==> config.mk <==
export PLATFORM = sky130hd
export DESIGN_NAME = multirotor_rate_thrust_mixer
export DESIGN_NICKNAME = d
export VERILOG_FILES = /design/src/rtl/mrtm_pkg.sv /design/src/rtl/mrtm_isqrt.sv /design/src/rtl/multirotor_rate_thrust_mixer.sv
export SDC_FILE = /design/constraint.sdc
export NUM_CORES = 2
export LEC_CHECK = 0
export ABC_AREA = 1
export ABC_CLOCK_PERIOD_IN_PS = 15500
export BUFFER_PORTS_ARGS = -buffer_cell sky130_fd_sc_hd__clkbuf_2
export CORE_MARGIN = 5
export CORE_UTILIZATION = 30
export CTS_CLUSTER_DIAMETER = 50
export CTS_CLUSTER_SIZE = 30
export DETAILED_ROUTE_END_ITERATION = 8
export MAX_ROUTING_LAYER = met4
export SLEW_MARGIN = 20
export SYNTH_ARGS = -nofsm -noshare
export SYNTH_HDL_FRONTEND = slang
export SYNTH_SLANG_ARGS = --single-unit
==> constraint.sdc <==
create_clock -name clk -period 15.5 [get_ports clk]
set_clock_uncertainty 0.15 [all_clocks]
set_input_delay 3.1 -clock clk [delete_from_list [all_inputs] [get_ports clk]]
set_output_delay 3.1 -clock clk [all_outputs]
set_load 0.02 [all_outputs]
==> src/rtl/mrtm_pkg.sv <==
// ----------------------------------------------------------------------------
// mrtm_pkg
// Shared types and constants of the rate controller and rotor mixer.
// ----------------------------------------------------------------------------
package mrtm_pkg;

  localparam int MAX_ROTORS   = 6;
  localparam int NUM_ROTORS_D = 6;

  localparam int FIELD_W   = 16;
  localparam int S_DATA_W  = 112;
  localparam int M_DATA_W  = 96;
  localparam int CFG_IDX_W = 3;
  localparam int CFG_DAT_W = 64;
  localparam int GAINS_W   = 48;

  localparam int VEC_W  = 34;
  localparam int MULB_W = 17;
  localparam int PROD_W = VEC_W + MULB_W;
  localparam int SUM_W  = PROD_W + 1;
  localparam int FRAC_SH = 30;
  localparam int SQ_W   = 32;
  localparam int ROOT_W = 16;
  localparam int ROT_W  = 3;

  localparam logic [CFG_IDX_W-1:0] CFG_RATE_GAINS = 3'd0;
  localparam logic [CFG_IDX_W-1:0] CFG_MIX_ROW_0  = 3'd1;

  typedef enum logic [2:0] {
    S_IDLE,
    S_GMUL,
    S_GACC,
    S_MMUL,
    S_MACC,
    S_SAT,
    S_ROOT,
    S_OUT
  } mrtm_state_t;

endpackage

==> src/rtl/mrtm_isqrt.sv <==
// ----------------------------------------------------------------------------
// mrtm_isqrt
// Digit-by-digit integer square root, one result bit per cycle.
// ----------------------------------------------------------------------------
module mrtm_isqrt
  import mrtm_pkg::*;
(
  input  logic              clk,
  input  logic              rst,
  input  logic              start,
  input  logic [SQ_W-1:0]   radicand,
  output logic              done,
  output logic [ROOT_W-1:0] root
);

  localparam int CW = $clog2(ROOT_W);

  logic              busy;
  logic [CW-1:0]     cnt;
  logic [SQ_W-1:0]   x;
  logic [ROOT_W+1:0] rem;
  logic [ROOT_W+2:0] rem_sh;
  logic [ROOT_W+2:0] trial;
  logic [ROOT_W+2:0] diff;
  logic              fits;

  assign rem_sh = {rem[ROOT_W:0], x[SQ_W-1 -: 2]};
  assign trial  = {1'b0, root, 2'b01};
  assign diff   = rem_sh - trial;
  assign fits   = rem_sh >= trial;

  always_ff @(posedge clk) begin
    if (rst) begin
      busy <= 1'b0;
      done <= 1'b0;
      cnt  <= '0;
    end else begin
      done <= 1'b0;
      if (start) begin
        busy <= 1'b1;
        cnt  <= '0;
      end else if (busy) begin
        cnt <= cnt + 1'b1;
        if (cnt == CW'(ROOT_W - 1)) begin
          busy <= 1'b0;
          done <= 1'b1;
        end
      end
    end
  end

  always_ff @(posedge clk) begin
    if (start) begin
      x    <= radicand;
      rem  <= '0;
      root <= '0;
    end else if (busy) begin
      x <= x << 2;
      if (fits) begin
        rem  <= diff[ROOT_W+1:0];
        root <= {root[ROOT_W-2:0], 1'b1};
      end else begin
        rem  <= rem_sh[ROOT_W+1:0];
        root <= {root[ROOT_W-2:0], 1'b0};
      end
    end
  end

endmodule

==> src/rtl/multirotor_rate_thrust_mixer.sv <==
// ----------------------------------------------------------------------------
// multirotor_rate_thrust_mixer
// Body-rate P controller with per-rotor mixing and integer square root.
// ----------------------------------------------------------------------------
// Each request carries measured body rates and, when tuser is set, a new rate
// and thrust command that is held for later requests. One signed 34x17
// multiplier is shared by all products: three gain products come first,
// then every rotor takes four multiply-accumulate pairs, a clamp and a
// square root of 16 steps. Before the first command a request returns
// all zero speeds. The input is taken again once the result has moved into
// the output register.
module multirotor_rate_thrust_mixer
  import mrtm_pkg::*;
#(
  parameter int NUM_ROTORS = NUM_ROTORS_D
) (
  input  logic                 clk,
  input  logic                 rst,
  input  logic                 cfg_wen,
  input  logic [CFG_IDX_W-1:0] cfg_index,
  input  logic [CFG_DAT_W-1:0] cfg_wdata,
  input  logic                 s_tvalid,
  output logic                 s_tready,
  // measured_rate_x, measured_rate_y, measured_rate_z, cmd_rate_x,
  // cmd_rate_y, cmd_rate_z, cmd_thrust
  input  logic [S_DATA_W-1:0]  s_tdata,
  // command_present
  input  logic                 s_tuser,
  output logic                 m_tvalid,
  input  logic                 m_tready,
  // rotor_speed_0 .. rotor_speed_5
  output logic [M_DATA_W-1:0]  m_tdata
);

  localparam int RW = (NUM_ROTORS > 1) ? $clog2(NUM_ROTORS) : 1;

  mrtm_state_t st, st_next;

  logic [GAINS_W-1:0]   gains;
  logic [CFG_DAT_W-1:0] mix_row [NUM_ROTORS];

  logic                 active;
  logic [FIELD_W-1:0]   meas_x, meas_y, meas_z;
  logic [FIELD_W-1:0]   cmd_x, cmd_y, cmd_z, cmd_thrust;

  logic [1:0]           ax;
  logic [ROT_W-1:0]     rot;
  logic signed [VEC_W-1:0]  vec [4];
  logic signed [PROD_W-1:0] prod;
  logic signed [SUM_W-1:0]  sum;
  logic [ROOT_W-1:0]    speeds [MAX_ROTORS];

  logic                 accept;
  logic                 cmd_now;
  logic                 out_load;
  logic                 root_start;
  logic                 root_done;
  logic [ROOT_W-1:0]    root;
  logic [SQ_W-1:0]      sq;

  logic [FIELD_W-1:0]       sel_meas, sel_cmd, sel_gain, sel_coef;
  logic signed [FIELD_W:0]  err;
  logic signed [VEC_W-1:0]  mul_a;
  logic signed [MULB_W-1:0] mul_b;
  logic [PROD_W-1:0]        acc_neg;

  assign accept  = s_tvalid && s_tready;
  assign cmd_now = s_tuser;

  // Configuration registers.
  always_ff @(posedge clk) begin
    if (rst) begin
      gains <= '0;
      for (int i = 0; i < NUM_ROTORS; i++) begin
        mix_row[i] <= '0;
      end
    end else if (cfg_wen) begin
      if (cfg_index == CFG_RATE_GAINS) begin
        gains <= cfg_wdata[GAINS_W-1:0];
      end else if (cfg_index >= CFG_MIX_ROW_0 &&
                   cfg_index < CFG_MIX_ROW_0 + CFG_IDX_W'(NUM_ROTORS)) begin
        mix_row[RW'(cfg_index - CFG_MIX_ROW_0)] <= cfg_wdata;
      end
    end
  end

  // Operand selection for the shared multiplier.
  always_comb begin
    unique case (ax)
      2'd0: begin
        sel_meas = meas_x;
        sel_cmd  = cmd_x;
        sel_gain = gains[15:0];
      end
      2'd1: begin
        sel_meas = meas_y;
        sel_cmd  = cmd_y;
        sel_gain = gains[31:16];
      end
      default: begin
        sel_meas = meas_z;
        sel_cmd  = cmd_z;
        sel_gain = gains[47:32];
      end
    endcase
    sel_coef = mix_row[rot[RW-1:0]][{ax, 4'd0} +: FIELD_W];
    err = $signed({sel_meas[FIELD_W-1], sel_meas}) - $signed({sel_cmd[FIELD_W-1], sel_cmd});
    if (st == S_GMUL) begin
      mul_a = VEC_W'(err);
      mul_b = $signed({1'b0, sel_gain});
    end else begin
      mul_a = vec[ax];
      mul_b = MULB_W'($signed(sel_coef));
    end
  end

  assign acc_neg = -prod;
  assign sq = (!sum[SUM_W-1] && sum != '0) ? SQ_W'(sum[SUM_W-1:FRAC_SH]) : '0;

  always_ff @(posedge clk) begin
    if (rst) begin
      st <= S_IDLE;
    end else begin
      st <= st_next;
    end
  end

  always_comb begin
    st_next    = st;
    s_tready   = 1'b0;
    root_start = 1'b0;
    out_load   = 1'b0;
    unique case (st)
      S_IDLE: begin
        s_tready = 1'b1;
        if (s_tvalid) begin
          st_next = (active || cmd_now) ? S_GMUL : S_OUT;
        end
      end
      S_GMUL: st_next = S_GACC;
      S_GACC: st_next = (ax == 2'd2) ? S_MMUL : S_GMUL;
      S_MMUL: st_next = S_MACC;
      S_MACC: st_next = (ax == 2'd3) ? S_SAT : S_MMUL;
      S_SAT: begin
        root_start = 1'b1;
        st_next    = S_ROOT;
      end
      S_ROOT: begin
        if (root_done) begin
          st_next = (rot == ROT_W'(NUM_ROTORS - 1)) ? S_OUT : S_MMUL;
        end
      end
      S_OUT: begin
        if (!m_tvalid || m_tready) begin
          out_load = 1'b1;
          st_next  = S_IDLE;
        end
      end
      default: st_next = S_IDLE;
    endcase
  end

  always_ff @(posedge clk) begin
    if (rst) begin
      active     <= 1'b0;
      cmd_x      <= '0;
      cmd_y      <= '0;
      cmd_z      <= '0;
      cmd_thrust <= '0;
      m_tvalid   <= 1'b0;
    end else begin
      if (accept && cmd_now) begin
        active     <= 1'b1;
        cmd_x      <= s_tdata[63:48];
        cmd_y      <= s_tdata[79:64];
        cmd_z      <= s_tdata[95:80];
        cmd_thrust <= s_tdata[111:96];
      end
      if (out_load) begin
        m_tvalid <= 1'b1;
      end else if (m_tready) begin
        m_tvalid <= 1'b0;
      end
    end
  end

  always_ff @(posedge clk) begin
    if (accept) begin
      meas_x <= s_tdata[15:0];
      meas_y <= s_tdata[31:16];
      meas_z <= s_tdata[47:32];
      ax     <= '0;
      rot    <= '0;
      for (int i = 0; i < MAX_ROTORS; i++) begin
        speeds[i] <= '0;
      end
    end
    unique case (st)
      S_GMUL, S_MMUL: prod <= mul_a * mul_b;
      S_GACC: begin
        vec[ax] <= acc_neg[VEC_W-1:0];
        sum     <= '0;
        if (ax == 2'd2) begin
          vec[3] <= {8'd0, cmd_thrust, 10'd0};
          ax     <= '0;
        end else begin
          ax <= ax + 2'd1;
        end
      end
      S_MACC: begin
        sum <= sum + SUM_W'(prod);
        ax  <= ax + 2'd1;
      end
      S_ROOT: begin
        if (root_done) begin
          speeds[rot] <= root;
          sum         <= '0;
          rot         <= rot + 1'b1;
        end
      end
      default: ;
    endcase
    if (out_load) begin
      for (int i = 0; i < MAX_ROTORS; i++) begin
        m_tdata[i*ROOT_W +: ROOT_W] <= speeds[i];
      end
    end
  end

  mrtm_isqrt u_isqrt (
    .clk      (clk),
    .rst      (rst),
    .start    (root_start),
    .radicand (sq),
    .done     (root_done),
    .root     (root)
  );

`ifndef SYNTHESIS
  a_rot_bound: assert property (@(posedge clk) disable iff (rst)
    st != S_IDLE |-> rot <= ROT_W'(NUM_ROTORS))
    else $error("rotor counter beyond rotor count");

  a_busy_after_accept: assert property (@(posedge clk) disable iff (rst)
    accept |=> !s_tready)
    else $error("input ready right after a request was taken");

  a_root_done_state: assert property (@(posedge clk) disable iff (rst)
    root_done |-> st == S_ROOT)
    else $error("square root finished outside its state");

  a_out_load_valid: assert property (@(posedge clk) disable iff (rst)
    out_load |=> m_tvalid)
    else $error("result loaded without valid");
`endif

endmodule

# After elaboration in Yosys (flattened, before gate mapping)
# Memories as Yosys holds them, arrays and structs flattened. A register that Yosys moved wholly into a read port is not among the register bits.
# Cells that the tools add are included.
# classes
n_addsub,8
multipliers,1
div,0
n_lt_le_gt_ge,3
n_eq_ne,15
shift,1
mux,60
bitwise_logic,1
reduce_logical,24
# op_table
operator,n
52-bit one-hot mux with 3 select lines,1
16-bit one-hot mux with 2 select lines,3
32-bit 2-to-1 mux,2
64-bit 2-to-1 mux,1
64-bit OR reduction,1
64-bit by 7-bit indexed part select with 16-bit output,1
52-bit by 51-bit adder with 52-bit output,1
52-bit 2-to-1 mux,1
52-bit nonzero test,1
34-bit by 17-bit multiplier with 51-bit output,1
17-bit 2-to-1 mux,2
34-bit 2-to-1 mux,1
34-bit negator,1
3-bit 2-to-1 mux,11
1-bit 2-to-1 mux,30
3-bit one-hot mux with 8 select lines,1
22-bit 2-to-1 mux,1
19-bit by 18-bit >= comparator with 1-bit output,1
16-bit by 16-bit subtractor with 17-bit output,1
17-bit subtractor,1
16-bit 2-to-1 mux,1
16-bit OR reduction,1
3-bit equality test (second input constant),5
2-bit 2-to-1 mux,4
26 further kinds,39
# word_totals
ff_bits,344
latchBits,0
mem_bits_rw,616
rom_bits,0
in_bits,185
output_inout_bits,98
wordCells,137
n_memories,3
# memory_table
name,depth,word_bits,rd,rd_ports_with_merged_regs,write_ports,line,source
mix_row,6,64,1,1,6,multirotor_rate_thrust_mixer.sv:40,logic [CFG_DAT_W-1:0] mix_row [NUM_ROTORS];
vec,4,34,1,1,2,multirotor_rate_thrust_mixer.sv:48,logic signed [VEC_W-1:0] vec [4];
speeds,6,16,6,6,6,multirotor_rate_thrust_mixer.sv:51,logic [ROOT_W-1:0] speeds [MAX_ROTORS];

# Logic depth before layout (Yosys ltp)
# logic_depth
depth_word,9
depth_mapped,50
ltp_nobuf,44

# Modules after synthesis
# From an unflattened synthesis, not the netlist that was laid out.
# unflattened
hier_cells,8662
hier_area_um2,76295.7
# modules_own_cells
mod,n_inst,cells_per_inst,area_per_inst_um2,seq_area_each_um2
multirotor_rate_thrust_mixer,1,8115,72359.4,32080.8
mrtm_isqrt,1,547,3936.3,1741.7

# Worst setup path before layout
# Ideal clock, no wire load.
# synth_path
kind,input -> register
startpoint,in m_tready
endpoint,reg m_tdata[0] (read register of speeds) (enable)
setup_time_ps,786
arrival_ps,12191
t_required_ps,14564
slack_ps,2373
cell_stages,2
path_buffers,0
path_cell_list,nor2_1 nor4_1
# synth_between
elab_chain_cells,3
# synth_rtl
item,line,source
"start, declared",multirotor_rate_thrust_mixer.sv:30,"input logic m_tready,"
1-bit logical OR,multirotor_rate_thrust_mixer.sv:154,if (!m_tvalid || m_tready) begin
1-bit 2-to-1 mux,multirotor_rate_thrust_mixer.sv:154,
1-bit 2-to-1 mux,multirotor_rate_thrust_mixer.sv:133,unique case (st)
named net out_load,multirotor_rate_thrust_mixer.sv:55,logic out_load;
"end, declared",multirotor_rate_thrust_mixer.sv:32,output logic [M_DATA_W-1:0] m_tdata
# The timed path passes the listed nets, and every way through them passes these cells.
# A chain may end at the register's enable or synchronous reset.

# Worst setup path in the final report
# layout_path
startpoint,reg ax[1]
endpoint,"reg prod[35], data pin"
# layout_between
elab_chain_cells,5
word_cells_on_any_way,10
cone_classes,1 x add/sub; 1 x mul; 1 x eq/ne; 1 x shift; 5 x mux; 1 x reduce/logical
# layout_rtl
item,line,source
"start, declared",multirotor_rate_thrust_mixer.sv:46,logic [1:0] ax;
"start signal, assigned",multirotor_rate_thrust_mixer.sv:207,ax <= ax + 2'd1;
"start signal, assigned",multirotor_rate_thrust_mixer.sv:212,ax <= ax + 2'd1;
2-bit by 1-bit equality test with 1-bit output or 2-bit logical NOT (tied branches),multirotor_rate_thrust_mixer.sv:89,unique case (ax)
16-bit one-hot mux with 2 select lines,multirotor_rate_thrust_mixer.sv:89,
16-bit by 16-bit subtractor with 17-bit output,multirotor_rate_thrust_mixer.sv:107,"err = $signed({sel_meas[FIELD_W-1], sel_meas}) - $signed({sel_cmd[FIELD_W-1], sel_cmd});"
34-bit 2-to-1 mux,multirotor_rate_thrust_mixer.sv:108,if (st == S_GMUL) begin
34-bit by 17-bit multiplier with 51-bit output (*),multirotor_rate_thrust_mixer.sv:199,"S_GMUL, S_MMUL: prod <= mul_a * mul_b;"
"end signal, assigned",multirotor_rate_thrust_mixer.sv:199,
"end, declared",multirotor_rate_thrust_mixer.sv:49,logic signed [PROD_W-1:0] prod;
# Mark *: on every way between the ends. The rest lies on a longest branch, timed or not.

==> results.md <==
- The startpoint type of the worst setup path is a register.
- The number of antenna violations at the first check in global routing came to 16.
- The slew at the pin with the worst max-slew slack is between 1 and 1.5 ns.
- The most used flip-flop cell after synthesis is sky130_fd_sc_hd__edfxtp_1.
- The number of hold-slack violations in the final timing report is 0.
- After floorplanning, the core was sized to cover between 200,000 and 300,000 um2.
- The register bit count reported by yosys is 1,186.
- For this run, the top clock speed supported by timing is roughly 90 MHz.
- The final setup TNS is 0 ns.
- The clock sink count is about 1.2k.
- The worst setup slack after layout is 4.34 ns.
- The tree is rooted in a sky130_fd_sc_hd__clkbuf_16.
- The first detailed-routing pass took 6 iterations.
- The share of the synthesized netlist area taken by xor and xnor gates is a little over 1%.
- For this configuration, the core starts out at a cell density of around 30%.
- The remaining routing DRC violations is 0.
- The wire length of the first global-routing pass is 385 mm.
- After Yosys synthesis, full adders, half adders and majority gates account for 18.2% of the synthesized area.
- The global-route congestion overflow total is 0.
- The number of top-level pins is between 200 and 300.
- The top fanout value on the critical path is 28.
- Before CTS, the worst setup slack after placement is between 4 and 5 ns.
- The mux cell area share after synthesis is 0%.
- The proportion of register bits with asynchronous set or reset after synthesis is 0%.
- TritonCTS built the clock tree.
- In this design, the stage delay of the slowest critical-path cell is approximately 0.9 ns.
- The proportion of layout cells with a drive suffix above 1 is 8.09%.
- The path class of the tightest hold or removal check is register to register.
- The worst-case headroom to the max-slew limit is 22.2%.
- The worst setup path is captured at a register.
- The worst path in the final design needs a cycle of roughly 11 ns, including I/O delays and setup.
- After legalization and detailed placement, the total HPWL measured 193 mm.
- The proportion of synthesized chip area in sequential cells is between 40% and 50%.
- In this run, the number of DRC markers left after iteration 0 of detailed routing was 5,698.
- The setup fix buffers added after clock tree synthesis is 0.
- The total number of placement rows is around 180.
- Routability-driven placement finished with a final weighted congestion of ~1.
- The final max-slew violation count is 0.
- The net count of the finished layout is about 9.6k.
- The final cycle utilization of the critical path is about 70%.
- The clock reaches the later pin of the worst-skew pair after 0.83 ns.
- The count of hold-fix buffers inserted at cts is 0.
- CTS built an H-tree with a depth of 4.
- The total number of vias is ~60k.
- The number of global-route vias before repair is ~59k.
- The critical path in this run is classified as register to register.
- The placed instances occupy a cell area of about 80,000 um2.
- Across the run, the number of max-cap violations was 0.
- The final wirelength is around 260 mm.
- The overall routing resource usage is between 15 and 20%.
- The final cell area excluding filler cells is about 85,000 um2.
- In this run the deepest clock path goes through 3 buffers.
- Setup repair after global routing left no endpoint under its margin.
- The number of buffer cells added on primary ports is 282.
- In the final routed layout, each cell accounts on average for around 22 um.
- A synthesized cell averages just under 9 um2.
- The cell repeated most along the worst path is sky130_fd_sc_hd__nand2_1.
- The data arrival time of the worst path is 11.52 ns.
- STA puts the critical path data required time at around 16 ns.
- After synthesis the cells add up to about 76,000 um2.
- The total nets after synthesis is between 9k and 10k.
- The number of enable flip-flop cells after synthesis is 1,007.
- Summing the areas of all and, or, nand and nor instances in the mapped netlist gives between 20% and 30% of the synthesized area.
- The area added between synthesis and finish is 12.4%.
- The number of clock buffers added by TritonCTS is 133.
- The total of endpoints with negative setup slack in the final report is 0.
- The worst hold slack after final layout is about 0.25 ns.
- Once the clock tree was built, the resizer swapped 0 gates to a different size.
- Entering global routing, the biggest net connects roughly 190 pins.
- The synthesized netlist devotes under 10% of its cell area to compound gates.
- The run finished with clean final reports.
- The largest individual stage delay along the critical path comes from the cell sky130_fd_sc_hd__a21oi_2.
- The die width is about 510 um.
- By area, the combinational part of the netlist is dominated by simple AND/OR/NAND/NOR gates.
- Measured along the y axis, the die boundary spans between 500 and 600 um.
- The number of synthesis warnings is 0.
- In the routed layout, each cell is associated on average with a via count of about 4.9.
- Setup slack on the worst reg-to-reg path comes out at ~4.3 ns.
- The number of distinct library cells after synthesis is between 50 and 60.
- Synthesis produced around 8.5k cells.
- The clock input transition at the sequential cells of the worst setup and hold paths is ~0.09 ns.
- The floorplan step defined a die boundary enclosing between 200,000 and 300,000 um2.
- The count of nets left with antenna violations once routing finished came out at 0.
==> cell type report <==
type | instances | area [um2]
Clock inverter | 99 | 1360
Tap cell | 3348 | 4190
Clock buffer | 143 | 3410
Inverter | 1383 | 5200
Multi-Input combinational cell | 5559 | 35000
Sequential cell | 1186 | 33800
Timing Repair Buffer | 355 | 1970
Fill cell | 25800 | 166000
Antenna cell | 8 | 20.0
==> metal layers <==
metal / vias to the layer above / wire, um / GRT usage, %
met1: 29400 / 111000 / 26.4
met2: 2459 / 121000 / 31.5
met4: 0 / 9190 / 6.42
met5: - / 0 / -
met3: 430 / 20500 / 3.10
li1: 27200 / - / -
==> stage by stage <==
step,utilization [%],instances
2_1_floorplan,-,8459
3_3_place_gp,31.9,11800
3_5_place_dp,31.9,11800
4_1_cts,33.8,12100
5_1_grt,33.8,12100
6_report,33.8,12100
==> state kept, by name, summed over array words and instances (netlist names), 2 cells and up, named ones only <==
register      cells
speeds           96
st                3
sum              52
cmd_x            16
cmd_z            16
vec             136
cmd_thrust       16
ax                2
m_tdata          96
gains            48
meas_y           16
meas_z           16
u_isqrt.cnt       4
prod             51
u_isqrt.x        32
mix_row         512
cmd_y            16
rot               3
u_isqrt.rem      17
u_isqrt.root     16
meas_x           16
==> cell families after synthesis <==
| family | Yosys count |
|---|---|
| adder cells (fa/ha/maj) | 768 |
| XOR/XNOR | 89 |
| AO/OA/AOI/OAI | 766 |
| flip-flops | 1186 |
| AND/OR/NAND/NOR | 3936 |
| buffers and inverters | 1714 |
==> critical path, delay by kind of cell (launching register included) <==
family / cells / cell delay (ns)
buffers and inverters: 9 / 1.85
DFF: 1 / 0.32
AOI/OAI and AO/OA: 5 / 2.69
adders and majority gates: 9 / 3.33
xor gates and xnor gates: 1 / 0.20
and+or+nand+nor: 13 / 2.25
==> worst paths after layout <==
kind / start / end / cells past startpoint
worst max-delay path: ax[1] / prod[35] / 37
worst max register to register: ax[1] / prod[35] / 37
worst min register to register: speeds[4][5] / m_tdata[69] / 0
worst min-delay path: speeds[4][5] / m_tdata[69] / 0
==> cells in the mapped netlist (all sizes together) (17+ instances only) <==
cell type	instances	area share, %
a21oi	331	2.2
a22oi	29	0.29
buf	224	1.8
clkbuf	107	0.53
dfxtp	179	4.7
edfxtp	1007	40
fa	553	15
ha	215	3.6
inv	1377	6.8
nand2	1895	9.5
nand3	702	4.7
nand4	36	0.30
nor2	1223	6.1
nor3	33	0.22
nor4	17	0.14
o21ai	289	1.9
o21bai	17	0.17
o22ai	50	0.41
xnor2	35	0.41
xor2	54	0.63
==> cells in the final DEF (no fill, tap or decap), types with 50 or more instances in the layout <==
cell and instances:
sky130_fd_sc_hd__nand2_1 1864, sky130_fd_sc_hd__inv_1 1341, sky130_fd_sc_hd__nor2_1 1199, sky130_fd_sc_hd__edfxtp_1 1007
sky130_fd_sc_hd__nand3_1 697, sky130_fd_sc_hd__fa_1 553, sky130_fd_sc_hd__a21oi_1 322, sky130_fd_sc_hd__clkbuf_2 282
sky130_fd_sc_hd__o21ai_0 269, sky130_fd_sc_hd__ha_1 213, sky130_fd_sc_hd__dfxtp_1 175, sky130_fd_sc_hd__clkbuf_16 134
sky130_fd_sc_hd__buf_4 72, sky130_fd_sc_hd__xor2_1 54, sky130_fd_sc_hd__o22ai_1 50
Power is left out: the tool's default activity adds up to more than one toggle a clock period on the data nets, which glitch-free logic cannot reach.
